**src/hw/rtl/stce_pkg.sv**
```systemverilog
// ----------------------------------------------------------------------------
// stce_pkg
// Shared types and codes for the slot table with countdown expiry.
// ----------------------------------------------------------------------------
package stce_pkg;

	localparam int ID_W   = 16;
	localparam int TIME_W = 16;
	localparam int CNT_W  = 6;
	localparam int KIND_W = 3;
	localparam int REQ_W  = 2;

	// request selector codes
	typedef enum logic [REQ_W-1:0] {
		REQ_ADD    = 2'd0,
		REQ_REMOVE = 2'd1,
		REQ_TICK   = 2'd2
	} req_t;

	// result kinds
	typedef enum logic [KIND_W-1:0] {
		EV_ADDED    = 3'd0,
		EV_FULL     = 3'd1,
		EV_REMOVED  = 3'd2,
		EV_NOTFOUND = 3'd3,
		EV_EXPIRED  = 3'd4,
		EV_TICKDONE = 3'd5
	} event_t;

	// sequencer states
	typedef enum logic [2:0] {
		ST_IDLE,
		ST_SCAN,
		ST_SHIFT,
		ST_TICK,
		ST_DONE
	} state_t;

	// one table slot as stored in memory
	typedef struct packed {
		logic              active;
		logic [TIME_W-1:0] countdown;
		logic [ID_W-1:0]   id;
	} entry_t;

endpackage

```
**src/hw/rtl/stce_ram.sv**
```systemverilog
// ----------------------------------------------------------------------------
// stce_ram
// Generic simple dual-port RAM, one write port, one registered read port.
// ----------------------------------------------------------------------------
module stce_ram #(
	parameter int WIDTH = 33,
	parameter int DEPTH = 8,
	localparam int AW = (DEPTH > 1) ? $clog2(DEPTH) : 1
) (
	input  logic             clk,
	input  logic             we,
	input  logic [AW-1:0]    waddr,
	input  logic [WIDTH-1:0] wdata,
	input  logic             re,
	input  logic [AW-1:0]    raddr,
	output logic [WIDTH-1:0] rdata
);

	logic [WIDTH-1:0] mem [DEPTH];

	// write port
	always_ff @(posedge clk) begin
		if (we) begin
			mem[waddr] <= wdata;
		end
	end

	// registered read, holds while re is low
	always_ff @(posedge clk) begin
		if (re) begin
			rdata <= mem[raddr];
		end
	end

endmodule

```
**src/hw/rtl/slot_table_with_countdown_expiry_core.sv**
```systemverilog
// Add, full, unused and empty-table requests go from idle to done, then to the output register.
// Remove scans one slot per cycle and then shifts one slot per cycle;
// tick walks one slot per cycle while no expiry result waits on m_tready.
// One item at a time: s_tready is high only in the idle state.
// Reset: table empty, initial_time 10, output empty; slot memory not cleared.
// ----------------------------------------------------------------------------
// slot_table_with_countdown_expiry_core
// Compact id table with per-slot countdowns held in one slot memory,
// handling add, remove with gap closing, and tick with expiry events.
// ----------------------------------------------------------------------------
module slot_table_with_countdown_expiry_core
	import stce_pkg::*;
#(
	parameter int MAX_ENTRIES = 8
) (
	input  logic        clk,
	input  logic        arst_n,
	// configuration: initial_time
	input  logic        cfg_valid,
	output logic        cfg_ready,
	input  logic [15:0] cfg_data,
	// requests
	input  logic        s_tvalid,
	output logic        s_tready,
	input  logic [15:0] s_tdata,   // [15:0] entry_id
	input  logic [1:0]  s_tuser,   // [1:0] req_type
	// results
	output logic        m_tvalid,
	input  logic        m_tready,
	output logic [23:0] m_tdata,   // [15:0] event_id, [21:16] entry_count, [23:22] zero
	output logic [2:0]  m_tuser,   // [2:0] event_kind
	output logic        m_tlast
);

	localparam int AW = (MAX_ENTRIES > 1) ? $clog2(MAX_ENTRIES) : 1;
	localparam logic [CNT_W-1:0] MAX_CNT = CNT_W'(MAX_ENTRIES);

	state_t            state_q, state_nxt;
	logic [TIME_W-1:0] init_time_q;
	logic [CNT_W-1:0]  count_q;
	logic [CNT_W-1:0]  idx_q;
	logic [CNT_W-1:0]  idx_s1;
	logic              vld_s1;
	logic [ID_W-1:0]   id_q;
	event_t            res_kind_q;
	logic [ID_W-1:0]   res_id_q;

	logic              ram_we, ram_re;
	logic [AW-1:0]     ram_waddr, ram_raddr;
	entry_t            ram_wdata, rd;

	logic              acc, out_free, hit, last_s1, expire, stall;
	logic              emit, emit_last;
	event_t            emit_kind;
	logic [ID_W-1:0]   emit_id;
	req_t              req;

	logic              m_tvalid_q;
	logic [ID_W-1:0]   m_id_q;
	logic [CNT_W-1:0]  m_cnt_q;
	event_t            m_kind_q;
	logic              m_last_q;

	stce_ram #(
		.WIDTH ($bits(entry_t)),
		.DEPTH (MAX_ENTRIES)
	) u_slots (
		.clk   (clk),
		.we    (ram_we),
		.waddr (ram_waddr),
		.wdata (ram_wdata),
		.re    (ram_re),
		.raddr (ram_raddr),
		.rdata (rd)
	);

	// handshake and compare terms
	assign cfg_ready = 1'b1;
	assign req       = req_t'(s_tuser);
	assign acc       = s_tvalid && s_tready;
	assign out_free  = !m_tvalid_q || m_tready;
	assign hit       = vld_s1 && (rd.id == id_q);
	assign last_s1   = vld_s1 && ((idx_s1 + CNT_W'(1)) == count_q);
	assign expire    = vld_s1 && rd.active && (rd.countdown == '0);
	assign stall     = (state_q == ST_TICK) && expire && !out_free;

	// next state
	always_comb begin
		state_nxt = state_q;
		case (state_q)
			ST_IDLE: begin
				if (acc) begin
					case (req)
						REQ_REMOVE: state_nxt = (count_q == '0) ? ST_DONE : ST_SCAN;
						REQ_TICK:   state_nxt = (count_q == '0) ? ST_DONE : ST_TICK;
						default:    state_nxt = ST_DONE;
					endcase
				end
			end
			ST_SCAN: begin
				if (hit) begin
					state_nxt = last_s1 ? ST_DONE : ST_SHIFT;
				end else if (last_s1) begin
					state_nxt = ST_DONE;
				end
			end
			ST_SHIFT: begin
				if (last_s1) begin
					state_nxt = ST_DONE;
				end
			end
			ST_TICK: begin
				if (!stall && last_s1) begin
					state_nxt = ST_DONE;
				end
			end
			ST_DONE: begin
				if (out_free) begin
					state_nxt = ST_IDLE;
				end
			end
			default: state_nxt = ST_IDLE;
		endcase
	end

	// memory control and result emission
	always_comb begin
		s_tready  = 1'b0;
		ram_we    = 1'b0;
		ram_waddr = '0;
		ram_wdata = rd;
		ram_re    = 1'b0;
		ram_raddr = idx_q[AW-1:0];
		emit      = 1'b0;
		emit_kind = res_kind_q;
		emit_id   = res_id_q;
		emit_last = 1'b1;
		case (state_q)
			ST_IDLE: begin
				s_tready = 1'b1;
				// append new slot at the end of the live range
				if (acc && (req == REQ_ADD) && (count_q < MAX_CNT)) begin
					ram_we    = 1'b1;
					ram_waddr = count_q[AW-1:0];
					ram_wdata = '{active: 1'b1, countdown: init_time_q,
						id: s_tdata[ID_W-1:0]};
				end
			end
			ST_SCAN: begin
				ram_re = !hit && !last_s1 && (idx_q < count_q);
			end
			ST_SHIFT: begin
				// move slot idx_s1 down one place
				if (vld_s1) begin
					ram_we    = 1'b1;
					ram_waddr = AW'(idx_s1 - CNT_W'(1));
					ram_wdata = rd;
				end
				ram_re = !last_s1 && (idx_q < count_q);
			end
			ST_TICK: begin
				if (vld_s1 && !stall && rd.active) begin
					ram_we    = 1'b1;
					ram_waddr = idx_s1[AW-1:0];
					if (expire) begin
						ram_wdata = '{active: 1'b0, countdown: rd.countdown, id: rd.id};
					end else begin
						ram_wdata = '{active: 1'b1,
							countdown: rd.countdown - TIME_W'(1), id: rd.id};
					end
				end
				if (expire && !stall) begin
					emit      = 1'b1;
					emit_kind = EV_EXPIRED;
					emit_id   = rd.id;
					emit_last = 1'b0;
				end
				ram_re = !stall && !last_s1 && (idx_q < count_q);
			end
			ST_DONE: begin
				emit = out_free;
			end
			default: ;
		endcase
	end

	// sequencer and table control registers
	always_ff @(posedge clk or negedge arst_n) begin
		if (!arst_n) begin
			state_q     <= ST_IDLE;
			init_time_q <= TIME_W'(10);
			count_q     <= '0;
			idx_q       <= '0;
			vld_s1      <= 1'b0;
		end else begin
			state_q <= state_nxt;
			if (cfg_valid && cfg_ready) begin
				init_time_q <= cfg_data;
			end
			// read pipeline
			if (ram_re) begin
				vld_s1 <= 1'b1;
				idx_q  <= idx_q + CNT_W'(1);
			end else if (!stall) begin
				vld_s1 <= 1'b0;
			end
			case (state_q)
				ST_IDLE: begin
					if (acc) begin
						idx_q <= '0;
						if ((req == REQ_ADD) && (count_q < MAX_CNT)) begin
							count_q <= count_q + CNT_W'(1);
						end
					end
				end
				ST_SCAN: begin
					if (hit) begin
						idx_q <= idx_s1 + CNT_W'(1);
						if (last_s1) begin
							count_q <= count_q - CNT_W'(1);
						end
					end
				end
				ST_SHIFT: begin
					if (last_s1) begin
						count_q <= count_q - CNT_W'(1);
					end
				end
				default: ;
			endcase
		end
	end

	// request payload and pending final result
	always_ff @(posedge clk) begin
		if (ram_re) begin
			idx_s1 <= idx_q;
		end
		if (state_q == ST_IDLE && acc) begin
			id_q <= s_tdata[ID_W-1:0];
			case (req)
				REQ_ADD: begin
					res_kind_q <= (count_q < MAX_CNT) ? EV_ADDED : EV_FULL;
					res_id_q   <= (count_q < MAX_CNT) ? s_tdata[ID_W-1:0] : '0;
				end
				REQ_REMOVE: begin
					res_kind_q <= EV_NOTFOUND;
					res_id_q   <= s_tdata[ID_W-1:0];
				end
				default: begin
					res_kind_q <= EV_TICKDONE;
					res_id_q   <= '0;
				end
			endcase
		end else if (state_q == ST_SCAN && hit) begin
			res_kind_q <= EV_REMOVED;
		end
	end

	// output register
	always_ff @(posedge clk or negedge arst_n) begin
		if (!arst_n) begin
			m_tvalid_q <= 1'b0;
		end else if (emit) begin
			m_tvalid_q <= 1'b1;
		end else if (m_tready) begin
			m_tvalid_q <= 1'b0;
		end
	end

	always_ff @(posedge clk) begin
		if (emit) begin
			m_id_q   <= emit_id;
			m_cnt_q  <= count_q;
			m_kind_q <= emit_kind;
			m_last_q <= emit_last;
		end
	end

	assign m_tvalid = m_tvalid_q;
	assign m_tdata  = {2'b00, m_cnt_q, m_id_q};
	assign m_tuser  = m_kind_q;
	assign m_tlast  = m_last_q;

	// checks
	a_count_bound: assert property (@(posedge clk) disable iff (!arst_n)
		count_q <= MAX_CNT)
		else $error("live count above table size");

	a_read_live: assert property (@(posedge clk) disable iff (!arst_n)
		ram_re |-> (idx_q < count_q))
		else $error("read beyond live slots");

	a_no_rw_clash: assert property (@(posedge clk) disable iff (!arst_n)
		(ram_re && ram_we) |-> (ram_raddr != ram_waddr))
		else $error("read and write to the same slot");

	a_no_overwrite: assert property (@(posedge clk) disable iff (!arst_n)
		emit |-> out_free)
		else $error("result overwrites a waiting result");

endmodule
```
**config.mk**
```make
export PLATFORM = sky130hd
export DESIGN_NAME = slot_table_with_countdown_expiry_core
export DESIGN_NICKNAME = d
export VERILOG_FILES = /design/src/hw/rtl/stce_pkg.sv /design/src/hw/rtl/stce_ram.sv /design/src/hw/rtl/slot_table_with_countdown_expiry_core.sv
export SDC_FILE = /design/constraint.sdc
export NUM_CORES = 1
export LEC_CHECK = 0
export BUFFER_PORTS_ARGS = -buffer_cell sky130_fd_sc_hd__buf_2
export CAP_MARGIN = 0
export CORE_AREA = 4 4 171 173
export DETAILED_ROUTE_END_ITERATION = 10
export DIE_AREA = 0 0 175 177
export HOLD_SLACK_MARGIN = 0.15
export PLACE_DENSITY_LB_ADDON = 0.25
export SLEW_MARGIN = 25
export SYNTH_ARGS = -nofsm -noshare
export SYNTH_HDL_FRONTEND = slang
export SYNTH_SLANG_ARGS = --single-unit
export TNS_END_PERCENT = 30
```
**constraint.sdc**
```tcl
create_clock -name clk -period 5.38 [get_ports clk]
set_input_delay 0.807 -clock clk [delete_from_list [all_inputs] [get_ports clk]]
set_output_delay 0.807 -clock clk [all_outputs]
set_load 0.01 [all_outputs]
```
==> impl_metrics.yaml, run 1 <==
timing:
  finalSetupViolations: 0
  slew_viol_final: 0
  final_hold_viol_count: 0
  tightest_slew_ns: 1.025
  rsz0062_at_grt: "false"
  fmax_mhz: 254.9
  skew_ns: 0.02587
  tns_ns: 0
  setup_slack_ns: 1.456
  max-slew-margin-rel_pct: 30.93
  period_share_pct: 72.93
  layout_min_cycle_time_ns: 3.924
cts:
  cts.sinks: 397
  cts_tree: "done"
  cts_root_buffer: "clkbuf_16"
  htreeDepth: 2
  post_cts_resized: 0
  postCtsSetupBuffers: 0
  path_clk_slew_ns: 0.07
  cts.path.max_buffers: 3
  clk_latency_ns: 0.53
  cts-buffers-inserted: 39
  hold_buffers: 0
route:
  routed_wl_mm: 33.95
  drt_iter0_drc: 802
  detail-route-antenna-nets: 0
  vias: 8763
  vias_per_cell: 6.107
  drc: 0
  wire_per_inst_um: 23.66
  drt_first_pass_iters: 5
finish:
  fin_nets: 1088
  fin_area_um2: 18580
  drive_gt1_share_pct: 27.63
  post-route-util_pct: 67.26
  fillers: 1845
  syn_to_final_growth_pct: 13.08
  diodes: 0
synth:
  synthCells: 940
  synth_area_per_cell_um2: 17.48
  synth_edf_count: 364
  synth_ff_type: "edfxtp_1"
  netlist_area_um2: 16430
  ys_seq_elements: 397
  ys_types: 63
  postSynth.asyncResetShare_pct: 8.312
  seq_area_frac_synth_pct: 71.55
  synth_warnings: 0
setup_path:
  critPathKind: "reg2reg"
  cp.arrival_ns: 4.12
  end_kind: "flip-flop"
  critPathMaxFanout: 20
  worstPathRequired_ns: 5.58
  cp-start-kind: "flip-flop"
floorplan:
  die_w_um: 175
  die-area_um2: 30980
  io_pins: 70
  core-area_um2: 27630
  start_util_pct: 59.48
  die_y_um: 177
  row_count: 61
power_and_ir_drop:
  pwr-share-clk_pct: 27.0
  intPower_mw: 6.381
  ir_worst_vdd_mv: 0.2361
  leakage_nw: 6.284
  switching_power_mw: 2.652
  power_density_nw_per_um2: 486.1
  combPwrFrac_pct: 23.3
  swShare_pct: 29.36
  power_frac_seq_pct: 49.7
global_routing:
  grt_max_degree: 71
  grt_pass1_vias: 8970
  grt_overflow_total: 0
  globalRouteTotalUtil_pct: 22.44
  grt_pass1_wl_mm: 52.79
  antenna_found_initial: 0
placement:
  post-dp-hpwl_mm: 21.83
  portBuffers: 66
  place_congestion: 0.8719
  pre_cts_ws_ns: 1.512
  postPlaceCellArea_um2: 17420
min_path:
  hold_path.class: "in2async"
flow_run:
  cap_violations: 0
outcome:
  outcome: "finished, final reports clean"
==> state kept, by name, indices dropped and copies added (netlist names) <==
signal,cells
idx_q,6
id_q,16
m_tuser,3
count_q,6
res_id_q,16
state_q,3
res_kind_q,3
m_tlast,1
u_slots.rdata,33
init_time_q,16
u_slots.mem,264
m_tvalid,1
m_id_q,16
vld_s1,1
m_cnt_q,6
idx_s1,6
==> cells in the mapped netlist (3+ instances only) <==
cell type | count | share of area, %
a21o_1 | 4 | 0.18
a21oi_1 | 12 | 0.37
a221o_1 | 7 | 0.43
a41oi_1 | 3 | 0.16
and2_1 | 4 | 0.15
buf_1 | 6 | 0.14
buf_4 | 3 | 0.14
clkbuf_1 | 28 | 0.64
dfrtp_1 | 31 | 4.7
edfxtp_1 | 364 | 67
ha_1 | 17 | 1.3
inv_1 | 20 | 0.46
mux2_2 | 69 | 4.7
mux2i_1 | 6 | 0.37
mux4_2 | 66 | 9.0
nand2_1 | 89 | 2.0
nand2b_1 | 6 | 0.23
nand3_1 | 11 | 0.33
nand4_1 | 8 | 0.30
nor2_1 | 34 | 0.78
nor2b_1 | 19 | 0.72
nor3_1 | 10 | 0.30
nor3b_1 | 4 | 0.18
nor4_1 | 11 | 0.42
o211ai_1 | 4 | 0.18
o21ai_0 | 20 | 0.61
o311ai_0 | 3 | 0.16
or3_1 | 3 | 0.11
xnor2_1 | 13 | 0.69
xor2_1 | 20 | 1.1
==> cell type report <==
class                      instances  area [µm²]  area share (%)
clock inverter                    19       101.3          0.5453
sequential                       397       11770           63.31
tap                              378       473.0           2.545
inverter                          20       75.07          0.4040
multi-input combinational        485        4507           24.25
timing repair buffer              88       631.9           3.400
clock buffer                      48        1031           5.548
==> cells by family (layout without fill, tap and decap cells) <==
family          Yosys count  after routing  synth area share, %
other cells               2              3              0.04570
mux                     142            142                14.23
compound gates           73             73                3.084
xor+xnor                 34             34                1.858
fa+ha+maj                18             18                1.416
simple gates            215            215                6.388
buf+inv                  59            175                1.431
flops                   397            397                71.55
==> worst max-delay path: stages (launching register included) <==
cell	delay, ns
edfxtp_1	0.43
inv_1	0.13
ha_1	0.17
nor4b_1	0.26
nand4_1	0.39
o21bai_1	0.40
o21ai_0	0.18
a21oi_1	0.16
o21ai_1	0.28
nor2_4	0.78
buf_4	0.40
==> power groups by stage <==
stage	combinational [mW]	clock [mW]	sequential [mW]
floorplan	1.48	0	4.44
global placement	2.04	0	4.53
detailed placement	2.09	0	4.56
CTS	2.11	2.48	4.49
global route	2.30	2.63	4.54
finish	2.10	2.44	4.49
==> stage by stage <==
stage          cells  hold slack (ns)  total power, mW
2_1_floorplan    941           0.4512            5.924
3_3_place_gp    1361           0.4983            6.578
3_5_place_dp    1367           0.4994            6.647
4_1_cts         1434           0.4108            9.083
5_1_grt         1435           0.4542            9.472
6_report        1435           0.3992            9.033
==> layout by cell type (no fill, tap or decap), types with 4 or more instances in the layout <==
cell and count:
a21o_1 4, a21oi_1 12, a221o_1 7, and2_1 4
buf_16 5, buf_2 66, buf_4 13, clkbuf_1 8
clkbuf_16 40, clkinv_1 13, dfrtp_1 28, edfxtp_1 364
ha_1 17, inv_1 20, mux2_2 69, mux2i_1 6
mux4_2 66, nand2_1 89, nand2b_1 6, nand3_1 11
nand4_1 8, nor2_1 25, nor2_4 8, nor2b_1 19
nor3_1 10, nor3b_1 4, nor4_1 11, o211ai_1 4
o21ai_0 19, xnor2_1 13, xor2_1 20
==> routing by layer <==
layer  vias up  track usage (%)  wire (µm)
met1      4496            31.39      14140
li1       3865                -          -
met4         0            5.434        671
met5         -                0          0
met2       340            37.42      16700
met3        62            4.251       2431
==> path summary, 6_finish.rpt <==
check,from,to,slack (ns),cells past startpoint
max in group asynchronous,arst_n,idx_q[0],4.32,1
max reg2reg,u_slots.rdata[16],u_slots.mem[0][13],1.46,10
max,u_slots.rdata[16],u_slots.mem[0][13],1.46,10
min,arst_n,state_q[1],0.40,1
min reg2reg,res_kind_q[2],m_tuser[2],0.50,1
min in group clk,s_tdata[7],id_q[7],0.48,1
Note: power is estimated with default switching activity, not from simulation.
==> run 2: changes to the inputs <==
--- a/config.mk
+++ b/config.mk
@@ -5,11 +5,12 @@
 export SDC_FILE = /design/constraint.sdc
 export NUM_CORES = 1
 export LEC_CHECK = 0
+export ABC_AREA = 1
 export BUFFER_PORTS_ARGS = -buffer_cell sky130_fd_sc_hd__buf_2
 export CAP_MARGIN = 0
-export CORE_AREA = 4 4 171 173
+export CORE_AREA = 4 4 182 184
 export DETAILED_ROUTE_END_ITERATION = 10
-export DIE_AREA = 0 0 175 177
+export DIE_AREA = 0 0 186 188
 export HOLD_SLACK_MARGIN = 0.15
 export PLACE_DENSITY_LB_ADDON = 0.25
 export SLEW_MARGIN = 25
==> constraint.sdc (replaced) <==
create_clock -name clk -period 3.51 [get_ports clk]
set_input_delay 0.5265 -clock clk [delete_from_list [all_inputs] [get_ports clk]]
set_output_delay 0.5265 -clock clk [all_outputs]
set_load 0.01 [all_outputs]
==> run 2 against run 1 <==
Net effect: area after synthesis up 6.3%; die area up 13%; largest cell class unchanged; utilization down 4.9 points; sequential cell count unchanged; power up 69%; synthesized cell count up 68%; combinational power up 110%; sequential power up 56%; wire length up 20%; via count up 38%.
==> impl_metrics.yaml, run 2 <==
finish:
  fin_area_um2: 19580
  post-route-util_pct: 62.36
  finalNonFillerCells: 2084
  layout_common_cells: "364 x edfxtp_1, 319 x nor2_1, 179 x nand2_1"
  top_regs: "u_slots.mem: 264 flops, u_slots.rdata: 33 flops"
  largest_reg_flops: 264
  largest_register: "u_slots.mem"
  syn_to_final_growth_pct: 12.02
  drive_gt1_share_pct: 13.33
  fillers: 2399
  fin_nets: 1710
  final_common_cell: "edfxtp_1"
min_path:
  hold_path.class: "in2reg"
cts:
  postCtsSetupBuffers: 0
  cts-buffers-inserted: 40
  cts_tree: "done"
  post_cts_resized: 0
  cts.sinks: 397
  path_clk_slew_ns: 0.06
  clk_latency_ns: 0.54
  cts_root_buffer: "clkbuf_16"
  cts.path.max_buffers: 3
  htreeDepth: 2
synth:
  synth.area.top_cells: "edfxtp_1 63%, nor2_1 7.0%, o21ai_0 5.1%"
  yosys-top-cells-count: "364 x edfxtp_1, 328 x nor2_1, 179 x nand2_1"
  postSynth.asyncResetShare_pct: 8.312
  netlist_area_um2: 17480
  synth_warnings: 0
  synth_ff_type: "edfxtp_1"
  ys_seq_elements: 397
  yosysTopAreaCell: "edfxtp_1"
  synth_area_per_cell_um2: 11.05
  seq_area_frac_synth_pct: 67.28
  synth_edf_count: 364
  ys_types: 50
  synthCells: 1582
  synth_top_area_share_pct: 62.54
  yosysMostFrequentCell: "edfxtp_1"
route:
  drc: 0
  vias_per_cell: 5.790
  drt_iter0_drc: 1111
  drt_first_pass_iters: 7
  detail-route-antenna-nets: 0
  wire_per_inst_um: 19.47
  vias: 12070
  routed_wl_mm: 40.59
placement:
  post-dp-hpwl_mm: 24.88
  dp.cells: 2012
  place_congestion: 1.012
  portBuffers: 66
  postPlaceCellArea_um2: 18380
flow_run:
  cap_violations: 0
setup_path:
  critPathMaxFanout: 11
  cp.arrival_ns: 3.14
  worstPathRequired_ns: 3.72
  end_kind: "flip-flop"
  critPathKind: "reg2reg"
  cp-start-kind: "flip-flop"
  path_delay_family: "compound AO/OA/AOI/OAI gates"
  path_cells: "inv_1 -> nor2_2 -> inv_1 -> nand2_1 -> o21ai_2 -> inv_1 -> o221ai_1"
  cpMostUsedCell: "inv_1"
  crit_slowest_cell: "o221ai_1"
  cp_slowest_stage_delay_ns: 0.68
  crit_buf_inv: 3
timing:
  final_hold_viol_count: 0
  tightest_slew_ns: 1.088
  rsz0062_at_grt: "false"
  max-slew-margin-rel_pct: 26.67
  tns_ns: 0
  finalSetupViolations: 0
  fmax_mhz: 341.1
  period_share_pct: 83.52
  skew_ns: 0.02015
  layout_min_cycle_time_ns: 2.932
  slew_viol_final: 0
floorplan:
  io_pins: 70
  row_count: 65
  die-area_um2: 34970
  die_w_um: 186
  start_util_pct: 55.67
  die_y_um: 188
  core-area_um2: 31390
power_and_ir_drop:
  ir_worst_vdd_mv: 0.3827
  leakage_nw: 7.326
  power_density_nw_per_um2: 781.1
global_routing:
  grt_max_degree: 136
  antenna_found_initial: 0
  grt_overflow_total: 0
  grt_pass1_vias: 11630
  globalRouteTotalUtil_pct: 23.00
  grt_pass1_wl_mm: 63.51
outcome:
  outcome: "finished, final reports clean"
-- run 2: cell types whose count changed in the layout (fill, tap and decap cells not counted), moves of 32 or more --
cell and change:
mux2_2 -60, nand3_1 +42, nand2_1 +90, nor2_1 +294
a31oi_1 +33, o22ai_1 +32, inv_1 +104, o21ai_0 +156
mux4_2 -66
-- run 2: through the flow --
step | hold WS, ns | total power, mW | setup slack [ns]
2_1_floorplan | 0.2309 | 9.876 | -0.09512
3_3_place_gp | 0.4960 | 11.27 | 0.6919
3_5_place_dp | 0.4816 | 11.39 | 0.6413
4_1_cts | 0.1871 | 15.30 | 0.6147
5_1_grt | 0.1919 | 16.10 | 0.4154
6_report | 0.2037 | 15.29 | 0.5783
-- run 2: cells by family after synthesis --
kind of cell             count (synthesis)  synth area share, %
AND/OR/NAND/NOR                        620                15.07
flip-flops                             397                67.28
AO/OA/AOI/OAI                          315                10.22
buffers and inverters                  206                4.725
adder cells (fa/ha/maj)                 18                1.332
XOR/XNOR                                15               0.7517
multiplexers                             9               0.5799
other                                    2              0.04297
-- run 2: power by group --
part / switching, mW / leakage [nW] / internal (mW)
combinational: 3.15 / 3.04 / 1.23
clock: 1.71 / 0.569 / 2.20
sequential: 0.449 / 3.72 / 6.56
total: 5.30 / 7.33 / 9.99
-- run 2: worst paths after layout --
path / start / endpoint / slack, ns / depth (start not counted)
max in group asynchronous: arst_n / idx_q[0] / 2.31 / 2
setup / recovery: state_q[1] / u_slots.mem[0][18] / 0.58 / 7
min in group asynchronous: arst_n / count_q[2] / 0.63 / 2
hold / removal: s_tdata[12] / id_q[12] / 0.20 / 1
setup reg to reg: state_q[1] / u_slots.mem[0][18] / 0.58 / 7
hold reg to reg: res_kind_q[2] / m_tuser[2] / 0.50 / 1
-- run 2: layer usage --
| layer | up-vias | routed length (µm) | GRT usage, % |
|---|---|---|---|
| met5 | - | 0 | 0 |
| met4 | 0 | 1319 | 7.932 |
| met3 | 95 | 2839 | 3.375 |
| met2 | 499 | 19320 | 37.13 |
| met1 | 5831 | 17110 | 32.19 |
| li1 | 5642 | - | - |
-- run 2: worst reg2reg max path: cells and delay by family, from the launching register on --
family / cells / cell delay, ns
buffers and inverters: 3 / 0.84
DFF: 1 / 0.43
AOI/OAI and AO/OA: 2 / 0.92
and+or+nand+nor: 2 / 0.42
-- run 2: area by class of cell --
type                       count  area, µm²  share of cell area [%]
sequential                   397      11760                   60.09
multi-input combinational    980       4959                   25.33
clock buffer                  53       1060                   5.413
timing repair buffer          95      638.1                   3.259
inverter                     139      528.0                   2.697
tap                          402      503.0                   2.569
clock inverter                17      123.9                  0.6327
antenna                        1      2.502                 0.01278
-- run 2: repair_timing --
action,4_1_cts,5_1_grt
hold buffers,1,0
setup endpoints to repair,0,0
hold endpoints to repair,31,0
==> run 3: changes to the inputs <==
==> constraint.sdc (replaced) <==
create_clock -name clk -period 2.6 [get_ports clk]
set_input_delay 0.39 -clock clk [delete_from_list [all_inputs] [get_ports clk]]
set_output_delay 0.39 -clock clk [all_outputs]
set_load 0.01 [all_outputs]
==> run 3 against run 2 <==
Net effect: design area is 5.8% higher; non-clock buffer count is 95 higher; critical path depth is 6 higher; largest power group unchanged; utilization is 3.6 points higher; count of clock-buffer cells in the layout is 2 lower; final cell count is 4.8% higher.
==> impl_metrics.yaml, run 3 (synthesized netlist as in run 2, its figures left out) <==
cts:
  cts-buffers-inserted: 42
  clk_latency_ns: 0.54
  cts_root_buffer: "clkbuf_16"
  htreeDepth: 2
  cts.path.max_buffers: 3
  cts_tree: "done"
  cts.sinks: 397
  path_clk_slew_ns: 0.06
global_routing:
  antenna_found_initial: 0
  globalRouteTotalUtil_pct: 23.37
  grt_pass1_vias: 11690
  grt_max_degree: 136
  grt_overflow_total: 0
  grt_pass1_wl_mm: 64.23
setup_path:
  path_delay_family: "simple AND/OR/NAND/NOR gates"
  cp-start-kind: "flip-flop"
  reg2reg_from: "u_slots.rdata[16]"
  crit_buf_inv: 3
  worstPathRequired_ns: 2.84
  crit_slowest_cell: "edfxtp_1"
  critPathMaxFanout: 10
  cp.arrival_ns: 2.73
  cpMostUsedCell: "nor2_4"
  cp-startpoint: "u_slots.rdata[16]"
  end_kind: "flip-flop"
  cp_slowest_stage_delay_ns: 0.42
  path_cells: "inv_2 -> ha_2 -> nand3_1 -> nor2_2 -> nand4_4 -> nor2_4 -> nor2_4 -> nand2_2 -> o21ai_2 -> inv_2 -> nand2_2 -> nor2_4 -> clkbuf_16"
  critPathKind: "reg2reg"
timing:
  slew_viol_final: 0
  fmax_mhz: 402.2
  finalSetupViolations: 0
  final_hold_viol_count: 0
  layout_min_cycle_time_ns: 2.486
  period_share_pct: 95.62
  holdWs_ns: 0.2593
  tns_ns: 0
  skew_ns: 0.01578
  max-slew-margin-rel_pct: 38.37
  tightest_slew_ns: 0.9149
  setup_slack_ns: 0.1140
power_and_ir_drop:
  finalPower_mw: 21.96
  ir_worst_vdd_mv: 0.6140
  power_density_nw_per_um2: 1060
  leakage_nw: 7.883
flow_run:
  cap_violations: 0
floorplan:
  start_util_pct: 55.67
  die_y_um: 188
  io_pins: 70
  die_w_um: 186
  die-area_um2: 34970
  core-area_um2: 31390
  row_count: 65
finish:
  top_regs: "u_slots.mem: 264 flops, u_slots.rdata: 33 flops"
  syn_to_final_growth_pct: 18.51
  seq_area_um2: 11760
  layout_common_cells: "364 x edfxtp_1, 316 x nor2_1, 176 x o21ai_0"
  finalNonFillerCells: 2183
  post-route-util_pct: 65.97
  largest_reg_flops: 264
  fin_area_um2: 20710
  drive_gt1_share_pct: 17.24
  fin_nets: 1807
  largest_register: "u_slots.mem"
  diodes: 0
  multiInputGateArea_um2: 5007
  final_common_cell: "edfxtp_1"
  fillers: 2323
outcome:
  outcome: "finished, final reports clean"
min_path:
  hold_path.class: "in2reg"
  hp-start: "m_tready"
route:
  drt_first_pass_iters: 5
  drc: 0
  vias_per_cell: 5.602
  wire_per_inst_um: 19.01
  drt_iter0_drc: 1119
  detail-route-antenna-nets: 0
  vias: 12230
  routed_wl_mm: 41.50
placement:
  place_congestion: 0.9091
  portBuffers: 66
  pre_cts_ws_ns: 0.02816
  post-dp-hpwl_mm: 26.80
  postPlaceCellArea_um2: 18910
  dp.cells: 2065
-- run 3: changes by cell type in the layout (fill, tap and decap cells not counted), sizes merged --
cell         before  now
clkinv           14   16
buf              94  156
bufinv            1    5
diode             1    0
clkinvlp          2    4
dlygate4sd3       1   33
clkbuf           53   52
inv             139  138
-- run 3: cell type report --
cell class	instances	area share (%)
Tap cell	402	2.429
Inverter	139	2.574
Timing Repair Buffer	190	7.539
Sequential cell	397	56.80
Clock buffer	51	5.238
Clock inverter	24	1.244
Multi-Input combinational cell	980	24.18
-- run 3: power breakdown --
group,total (mW),switching (mW),internal (mW)
combinational,6.80,4.57,2.23
clock,5.84,2.38,3.47
sequential,9.31,0.484,8.83
total,22.0,7.43,14.5
-- run 3: path summary, 6_finish.rpt --
check / endpoint / slack, ns / cells after the start
worst min-delay path: m_tvalid / 0.26 / 4
worst min register to register: init_time_q[11] / 0.51 / 1
max in group asynchronous: idx_q[0] / 1.48 / 2
min in group asynchronous: count_q[3] / 0.50 / 2
worst max register to register: u_slots.mem[0][3] / 0.11 / 13
worst max-delay path: u_slots.mem[0][3] / 0.11 / 13
-- run 3: what timing repair did --
| item | in CTS | in global routing |
|---|---|---|
| setup buffers | 0 | 9 |
| gates resized for setup | 0 | 15 |
| setup endpoints to repair | 0 | 253 |
| endpoints found under the hold margin | 63 | 0 |
| hold buffers | 33 | 0 |
-- run 3: tightest hold or removal path, cell delays in order --
cell and delay (ns):
buf_2 0.07, nor2_1 0.04, inv_1 0.16, nand2_1 0.07
-- run 3: metal layers --
layer	wire length (µm)	GRT usage [%]
met1	18230	34.63
met3	2672	3.395
met5	0	0
met4	1170	7.231
met2	19430	36.12
